<file path="config.mk">
export PLATFORM = sky130hd
export DESIGN_NAME = wildcard_star_pattern_matcher_core
export DESIGN_NICKNAME = d
export VERILOG_FILES = /design/src/rtl/wspm_pkg.sv /design/src/rtl/wspm_csr.sv /design/src/rtl/wspm_step.sv /design/src/rtl/wildcard_star_pattern_matcher_core.sv
export SDC_FILE = /design/constraint.sdc
export NUM_CORES = 1
export LEC_CHECK = 0
export BUFFER_PORTS_ARGS = -buffer_cell sky130_fd_sc_hd__buf_2
export CAP_MARGIN = 10
export CORE_AREA = 2 2 196 140
export DETAILED_ROUTE_END_ITERATION = 10
export DIE_AREA = 0 0 198 142
export SETUP_SLACK_MARGIN = 0.05
export SLEW_MARGIN = 20
export SYNTH_ARGS = -nofsm -noshare
export SYNTH_HDL_FRONTEND = slang
export SYNTH_HIERARCHICAL = 1
export SYNTH_SLANG_ARGS = --single-unit
</file>
<file path="constraint.sdc">
create_clock -name clock -period 10.5 [get_ports clock]
set_clock_uncertainty 0.1 [all_clocks]
set_input_delay 0.525 -clock clock [delete_from_list [all_inputs] [get_ports clock]]
set_output_delay 0.525 -clock clock [all_outputs]
set_load 0.03 [all_outputs]
</file>
<file path="src/rtl/wspm_pkg.sv">
// Shared types and constants for the wildcard/star pattern matcher.
// No dependencies; imported by every module of the block.
package wspm_pkg;

   localparam int PAT_SLOTS       = 16;   // characters held by the two byte registers
   localparam int MAX_PATTERN_DEF = 16;
   localparam int LEN_W           = 5;
   localparam int CSR_IDX_W       = 2;
   localparam int CSR_DATA_W      = 64;

   localparam logic [7:0] CHAR_DOT  = 8'h2E;
   localparam logic [7:0] CHAR_STAR = 8'h2A;

   typedef enum logic [CSR_IDX_W-1:0] {
      CSR_LENGTH     = 2'd0,
      CSR_BYTES_LOW  = 2'd1,
      CSR_BYTES_HIGH = 2'd2
   } csr_index_type;

   typedef struct packed {
      logic [7:0] text_byte;
      logic       starts_text;
      logic       no_byte;
   } req_type;

   typedef struct packed {
      logic matched;
      logic alive;
   } rsp_type;

   // Decoded pattern as seen by the position update.
   typedef struct packed {
      logic [LEN_W-1:0]               len;    // saturated length
      logic [PAT_SLOTS-1:0]           star;   // position i is followed by '*'
      logic [PAT_SLOTS-1:0][7:0]      chars;
   } pat_info_type;

endpackage

</file>
<file path="src/rtl/wspm_csr.sv">
// Configuration registers and pattern decode (length saturation, star flags).
// Depends on wspm_pkg.
module wspm_csr
   import wspm_pkg::*;
#(
   parameter int MAX_PATTERN = MAX_PATTERN_DEF
) (
   input  logic                  clock,
   input  logic                  reset,
   input  logic                  csr_wr_en,
   input  logic [CSR_IDX_W-1:0]  csr_index,
   input  logic [CSR_DATA_W-1:0] csr_wdata,
   output pat_info_type          pat_info
);

   logic [LEN_W-1:0]      length_ff;
   logic [CSR_DATA_W-1:0] bytes_low_ff;
   logic [CSR_DATA_W-1:0] bytes_high_ff;

   always_ff @(posedge clock) begin
      if (reset) begin
         length_ff     <= '0;
         bytes_low_ff  <= '0;
         bytes_high_ff <= '0;
      end else if (csr_wr_en) begin
         case (csr_index_type'(csr_index))
            CSR_LENGTH:     length_ff     <= csr_wdata[LEN_W-1:0];
            CSR_BYTES_LOW:  bytes_low_ff  <= csr_wdata;
            CSR_BYTES_HIGH: bytes_high_ff <= csr_wdata;
            default: ;
         endcase
      end
   end

   always_comb begin
      pat_info.chars = {bytes_high_ff, bytes_low_ff};
      if (length_ff > LEN_W'(MAX_PATTERN)) begin
         pat_info.len = LEN_W'(MAX_PATTERN);
      end else begin
         pat_info.len = length_ff;
      end
      pat_info.star = '0;
      for (int i = 0; i < PAT_SLOTS - 1; i++) begin
         pat_info.star[i] = (LEN_W'(i + 2) <= pat_info.len) &&
                            (pat_info.chars[i + 1] == CHAR_STAR);
      end
   end

endmodule

</file>
<file path="src/rtl/wspm_step.sv">
// Combinational update of the active position set for one text item.
// Depends on wspm_pkg.
module wspm_step
   import wspm_pkg::*;
#(
   parameter int MAX_PATTERN = MAX_PATTERN_DEF
) (
   input  pat_info_type           pat_info,
   input  logic [MAX_PATTERN:0]   cur_set,
   input  req_type                item,
   output logic [MAX_PATTERN:0]   next_set,
   output rsp_type                result
);

   localparam int NPOS = MAX_PATTERN + 1;

   // Star-skip closure; chains run upwards so one ascending sweep suffices.
   function automatic logic [NPOS-1:0] close_set(input logic [NPOS-1:0] set_in,
                                                 input logic [PAT_SLOTS-1:0] star);
      logic [NPOS-1:0] s;
      s = set_in;
      for (int i = 0; i + 2 < NPOS; i++) begin
         if (s[i] && star[i]) begin
            s[i + 2] = 1'b1;
         end
      end
      return s;
   endfunction

   logic [NPOS-1:0] len_mask;
   logic [NPOS-1:0] len_onehot;
   logic [NPOS-1:0] start_set;
   logic [NPOS-1:0] act_set;
   logic [NPOS-1:0] moved;

   always_comb begin
      for (int j = 0; j < NPOS; j++) begin
         len_mask[j]   = (LEN_W'(j) <= pat_info.len);
         len_onehot[j] = (LEN_W'(j) == pat_info.len);
      end

      start_set = item.starts_text ? NPOS'(1) : cur_set;
      start_set = close_set(start_set & len_mask, pat_info.star);

      moved = '0;
      for (int i = 0; i < MAX_PATTERN; i++) begin
         if (start_set[i] && (LEN_W'(i) < pat_info.len) &&
             ((pat_info.chars[i] == CHAR_DOT) || (pat_info.chars[i] == item.text_byte))) begin
            if (pat_info.star[i]) begin
               moved[i] = 1'b1;
            end else begin
               moved[i + 1] = 1'b1;
            end
         end
      end

      if (item.no_byte) begin
         act_set = start_set;
      end else begin
         act_set = close_set(moved & len_mask, pat_info.star);
      end

      next_set       = act_set;
      result.matched = |(act_set & len_onehot);
      result.alive   = |act_set;
   end

endmodule

</file>
<file path="src/rtl/wildcard_star_pattern_matcher_core.sv">
// Top level of the wildcard/star pattern matcher.
// Depends on wspm_pkg, wspm_csr and wspm_step.
//
// Whole-string matcher for a pattern of up to MAX_PATTERN characters with '.'
// (any byte) and '*' (zero or more of the preceding element), loaded through
// the csr_ port. Each request transfer carries one text byte (or none, when
// no_byte is set, to just query) and starts_text restarts matching on a new
// text; each one yields exactly one response with matched and alive. Items
// are taken one per clock while the output register is free or draining: the
// request is registered, the active position set is updated through one stage
// of combinational logic, and the result lands in an output register that
// drives rsp_valid. The position-set register feeds each update back into the
// update of the next item. Config writes take effect on the next cycle; the
// user must make them only while no item is in flight, which the block
// itself does not enforce.
module wildcard_star_pattern_matcher_core
   import wspm_pkg::*;
#(
   parameter int MAX_PATTERN = MAX_PATTERN_DEF
) (
   input  logic                  clock,
   input  logic                  reset,
   input  logic                  req_valid,
   output logic                  req_ready,
   input  req_type               req_data,
   output logic                  rsp_valid,
   input  logic                  rsp_ready,
   output rsp_type               rsp_data,
   input  logic                  csr_wr_en,
   input  logic [CSR_IDX_W-1:0]  csr_index,
   input  logic [CSR_DATA_W-1:0] csr_wdata
);

   pat_info_type         pat_info;
   logic                 in_valid_ff;
   req_type              in_data_ff;
   logic [MAX_PATTERN:0] active_ff;
   logic [MAX_PATTERN:0] active_in;
   logic                 rsp_valid_ff;
   rsp_type              rsp_data_ff;
   rsp_type              rsp_data_in;
   logic                 advance;

   wspm_csr #(
      .MAX_PATTERN (MAX_PATTERN)
   ) u_csr (
      .clock     (clock),
      .reset     (reset),
      .csr_wr_en (csr_wr_en),
      .csr_index (csr_index),
      .csr_wdata (csr_wdata),
      .pat_info  (pat_info)
   );

   wspm_step #(
      .MAX_PATTERN (MAX_PATTERN)
   ) u_step (
      .pat_info (pat_info),
      .cur_set  (active_ff),
      .item     (in_data_ff),
      .next_set (active_in),
      .result   (rsp_data_in)
   );

   // Item in the input register moves on when the output slot is free or emptying.
   assign advance   = in_valid_ff && (!rsp_valid_ff || rsp_ready);
   assign req_ready = !in_valid_ff || advance;

   always_ff @(posedge clock) begin
      if (reset) begin
         in_valid_ff  <= 1'b0;
         rsp_valid_ff <= 1'b0;
         active_ff    <= '0;
      end else begin
         if (req_ready) begin
            in_valid_ff <= req_valid;
         end
         if (advance) begin
            rsp_valid_ff <= 1'b1;
            active_ff    <= active_in;
         end else if (rsp_ready) begin
            rsp_valid_ff <= 1'b0;
         end
      end
   end

   always_ff @(posedge clock) begin
      if (req_ready && req_valid) begin
         in_data_ff <= req_data;
      end
      if (advance) begin
         rsp_data_ff <= rsp_data_in;
      end
   end

   assign rsp_valid = rsp_valid_ff;
   assign rsp_data  = rsp_data_ff;

endmodule

</file>
# Yosys cells after proc, flatten, opt, wreduce, memory -nomap -nowiden

Index checks and enable logic that the tools add are counted.

Add/sub/neg operators: 0
Multipliers: 0
Divide/modulo/power cells: 0
$lt $le $gt $ge: 34
Eq/ne operators: 65
Shift-type cells: 0
Multiplexer cells: 94
Bitwise operators: 3
Reductions and logical operators: 107

Operators by type and width:

| operator             | count |
|---|---|
| $eq A8 B6 Y1 const B | 31 |
| $eq A8 B8 Y1         | 16 |
| $logic_and A1 B1 Y1  | 79 |
| $mux W1              | 75 |
| $and A17 B17 Y17     | 3 |
| $eq A4 B5 Y1 const A | 8 |
| $le A4 B5 Y1 const A | 8 |
| $lt A4 B5 Y1 const A | 8 |
| $mux W17             | 2 |
| $reduce_or A17 Y1    | 2 |
| $mux W2              | 16 |
| $eq A3 B5 Y1 const A | 4 |
| $le A3 B5 Y1 const A | 4 |
| $lt A3 B5 Y1 const A | 4 |
| $logic_or A1 B1 Y1   | 18 |
| $eq A2 B5 Y1 const A | 2 |
| $le A1 B5 Y1 const A | 2 |
| $le A2 B5 Y1 const A | 2 |
| $lt A1 B5 Y1 const A | 2 |
| $lt A2 B5 Y1 const A | 2 |
| $reduce_and A2 Y1    | 3 |
| $eq A1 B5 Y1 const A | 1 |
| $eq A5 B5 Y1 const A | 1 |
| $gt A5 B5 Y1 const B | 1 |
| 8 further kinds      | 9 |

Flip-flop bits (word level): 164
Bits in latches: 0
RAM bits: 0
Memory bits (read-only): 0
Input port bits: 81
Output and inout bits: 4
Word-level logic and storage cells: 314
Memories: 0

# Depth between registers and ports, before layout

Word-level depth: 63
Depth in mapped cells: 16
Gate-level depth less buffers: 15

# Modules after synthesis

The synthesis kept the hierarchy.

Modules (own cells, without submodules):

| module                             | times used | cells each | area each (um^2) | seq. area each (um^2) |
|---|---|---|---|---|
| wspm_csr                           | 1          | 655        | 5390.2           | 2662.6 |
| wspm_step                          | 1          | 561        | 3779.9           | 0.0 |
| wildcard_star_pattern_matcher_core | 1          | 95         | 1204.9           | 740.7 |

# Worst setup path before layout

OpenSTA, ideal clock, no wires.

Kind: flip-flop to flip-flop
Start point: register u_csr.length_ff[3]
End point: register rsp_data_ff (netlist bit rsp_data[0]) (data pin)
Library setup time: 0.272 ns
Arrival: 3.431 ns
Data required time: 10.128 ns
Setup slack: 6.697 ns
Cell stages (with the launch flop): 14
Path buffers: 1
Clock period less this slack: 3.803 ns
Path through: dfxtp_1 clkbuf_1 or2_2 o311a_1 o21ai_0 o22ai_1 o311ai_2 a2111oi_0 a21oi_1 o21ai_0 o22a_1 o31a_1 a311o_1 or4b_1

RTL lines:

| what                   | RTL line                                 | source |
|---|---|---|
| from (decl)            | wspm_csr.sv:16                           | `logic [LEN_W-1:0] length_ff;` |
| from (signal assigned) | wspm_csr.sv:27                           | `CSR_LENGTH: length_ff <= csr_wdata[LEN_W-1:0];` |
| to (signal assigned)   | wildcard_star_pattern_matcher_core.sv:92 | `rsp_data_ff <= rsp_data_in;` |
| to (decl)              | wildcard_star_pattern_matcher_core.sv:40 | `rsp_type rsp_data_ff;` |

==> flow_summary.ini <==
[global_route]
grt_pass1_wl_mm = 53.76
antenna_found_initial = 1
track_usage_pct = 24.99
grt_pass1_vias = 9353
overflow = 0
grt_max_degree = 96

[yosys]
yosysWarnings = 6
synth_async_sr_flop_share_pct = 0
ys_seq_area_share_pct = 32.80
synth-edff-count = 12
syn_avg_cell_area_um2 = 7.914
synth.most_common_cell = nand2_1
netlist_area_um2 = 10370
syn_inst = 1311
ys_ff_latch = 164
synthTopCellsByArea = dfxtp_1 (29%), nand2_1 (11%), a21oi_1 (6.9%)
synth_top_area_cell = dfxtp_1
synthTopCellsByCount = nand2_1 (294), dfxtp_1 (152), a21oi_1 (143)
synth_nets = 1392
synth_top_area_share_pct = 29.33
ys_types = 83
synthFlopType = dfxtp_1

[route]
drc = 0
drt-initial-drc-count = 805
wl_per_cell_um = 19.89
m1WireLength_mm = 16.59
vias = 9880
wl_met2_mm = 14.35
firstDrtPassIters = 6
finalWirelength_mm = 34.37
vias_per_cell = 5.718
antenna_left = 0
highest_layer = met4
wl_met3_mm = 2.834

[min_path]
hold_start = req_data[2]
holdPathStages = 1
min_path_type = in2reg
hold_end = in_data_ff[2]

[worst_setup_path]
r2r_end = rsp_data[0]
path_class = reg2reg
slowest_stage = dfxtp_1
rr_worst_depth = 13
path_buf_inv = 2
startpoint = u_csr/length_ff[4]
cp_top_family = compound AO/OA/AOI/OAI gates
cp-end-kind = flip-flop
cp.required_ns = 10.59
cpMostUsedCell = buf_4
rr_startpoint = u_csr/length_ff[4]
cp.arrival_ns = 5.05
crit_chain = buf_4 > nor2b_1 > buf_4 > nor4_2 > o22ai_1 > o311ai_2 > a2111oi_0 > a21oi_1 > o21ai_0 > o22a_1 > o31a_1 > a311o_1 > or4b_1
critPathMaxFanout = 25
slowest_delay_ns = 0.71
reg2reg_slack_ns = 5.53
cp.depth = 13
startpoint_type = flip-flop

[clock_network]
cts-buffers-inserted = 17
tritoncts = done
cts-hold-fix-buffers = 0
cts_root_buffer = clkbuf_16
clkLatencyLatePin_ns = 0.46
postCtsResizedCells = 0
postCtsSetupBuffers = 0
h-tree-depth = 4
clk_pin_slew_ns = 0.07
clockBufferDepth = 2
clkSinkCount = 164

[final_layout]
fin_nets = 1431
area_growth_pct = 10.90
fin_util_pct = 43.69
fin_area_um2 = 11510
drive_above_1_share_pct = 14.31

[floorplanning]
num_rows = 50
die_x_um = 198
core_um2 = 26340
io_pins = 85
start_util_pct = 39.39
die_area_um2 = 28120
fp.dieH_um = 142

[power]
sequentialPowerShare_pct = 43.7
switchingPower_mw = 0.4105
ir_worst_vdd_mv = 0.1058
combPwrFrac_pct = 11.8
p_int_mw = 1.132
power_density_nw_per_um2 = 134.1
p_leak_nw = 3.921
clock_power_share_pct = 44.5
p_sw_share_pct = 26.61

[sta]
hold_viol = 0
slew_violations = 0
worst_pin_slew_ns = 0.8853
fin_setup_tns_ns = 0
rsz0062_at_grt = no
period_share_pct = 47.29
hold_ws_ns = 0.1420
min_period_ns = 4.965
slew_headroom_pct = 40.98
fmax_mhz = 201.4
setup_viol = 0

[run_status]
status = finished clean

[placement]
hpwl_mm = 24.10
placed_area_um2 = 10870
io_buffers = 84
place_congestion = 0.9651

[job]
max_cap_viol_count = 0
-- layout make-up --
type / instances / area (um^2)
flip-flops and latches: 164 / 3403
diodes: 1 / 2.502
fillers: 2695 / 14830
inverters: 15 / 56.30
multi-input cells: 1044 / 6349
repair buffers: 108 / 606.8
clock inverters: 11 / 172.7
well taps: 364 / 455.4
clock buffers: 21 / 460.4
-- metal layers --
metal | vias up | GRT usage, %
li1 | 4700 | -
met1 | 4716 | 36.57
met2 | 420 | 36.45
met3 | 44 | 5.829
met4 | 0 | 6.965
met5 | - | 0
-- metrics by stage --
step           setup WS (ns)  std cells  total power [mW]
6_report               5.535       1728             1.543
5_1_grt                5.254       1727             1.604
4_1_cts                5.613       1727             1.556
3_5_place_dp           5.633       1695            0.8670
3_3_place_gp           5.664       1695            0.8664
2_1_floorplan          6.697       1311            0.8109
-- worst max path at each step --
| stage | to | slack, ns |
|---|---|---|
| finish | rsp_data[0] | 5.53 |
| global route | rsp_data[0] | 5.25 |
| CTS | rsp_data[0] | 5.61 |
| detailed placement | rsp_data[0] | 5.63 |
| global placement | rsp_data[0] | 5.66 |
| floorplan | rsp_data[0] | 6.70 |
-- worst register-to-register path, cell delays in order, from the launching register on --
cell and delay, ns:
dfxtp_1 0.71, buf_4 0.34, nor2b_1 0.07, buf_4 0.22
nor4_2 0.33, o22ai_1 0.22, o311ai_2 0.66, a2111oi_0 0.33
a21oi_1 0.28, o21ai_0 0.15, o22a_1 0.23, o31a_1 0.13
a311o_1 0.39, or4b_1 0.53
-- cell usage in the layout (no fill, tap or decap), drive strengths merged, types with 22 or more instances in the layout --
master / count
nand2: 294
a21oi: 175
dfxtp: 152
buf: 108
xor2: 80
nor2: 55
nand2b: 51
xnor2: 48
nor4: 37
nand4: 25
mux2i: 22
nor3: 22
-- cell families (layout without fill, tap and decap cells) --
family / after synthesis / after routing / share of synthesized area, %
buffers and inverters: 103 / 155 / 6.030
other: 1 / 2 / 0.03614
DFF: 164 / 164 / 32.80
muxes: 22 / 22 / 2.123
xor gates and xnor gates: 128 / 128 / 10.81
AOI/OAI and AO/OA: 288 / 288 / 18.15
and+or+nand+nor: 605 / 605 / 30.05
-- registers in the layout, indices dropped and copies added (netlist names) --
name / cells
u_csr/bytes_low_ff: 64
rsp_data: 2
u_csr/length_ff: 5
in_data_ff: 10
rsp_valid: 1
in_valid_ff: 1
u_csr/bytes_high_ff: 64
active_ff: 17
-- power by group through the flow --
stage / logic, mW / registers [mW] / clock network, mW
finish: 0.182 / 0.674 / 0.687
global route: 0.199 / 0.677 / 0.728
CTS: 0.180 / 0.673 / 0.702
detailed placement: 0.179 / 0.687 / 0
global placement: 0.180 / 0.687 / 0
floorplan: 0.130 / 0.681 / 0
Power figures use the tool's default switching activity.
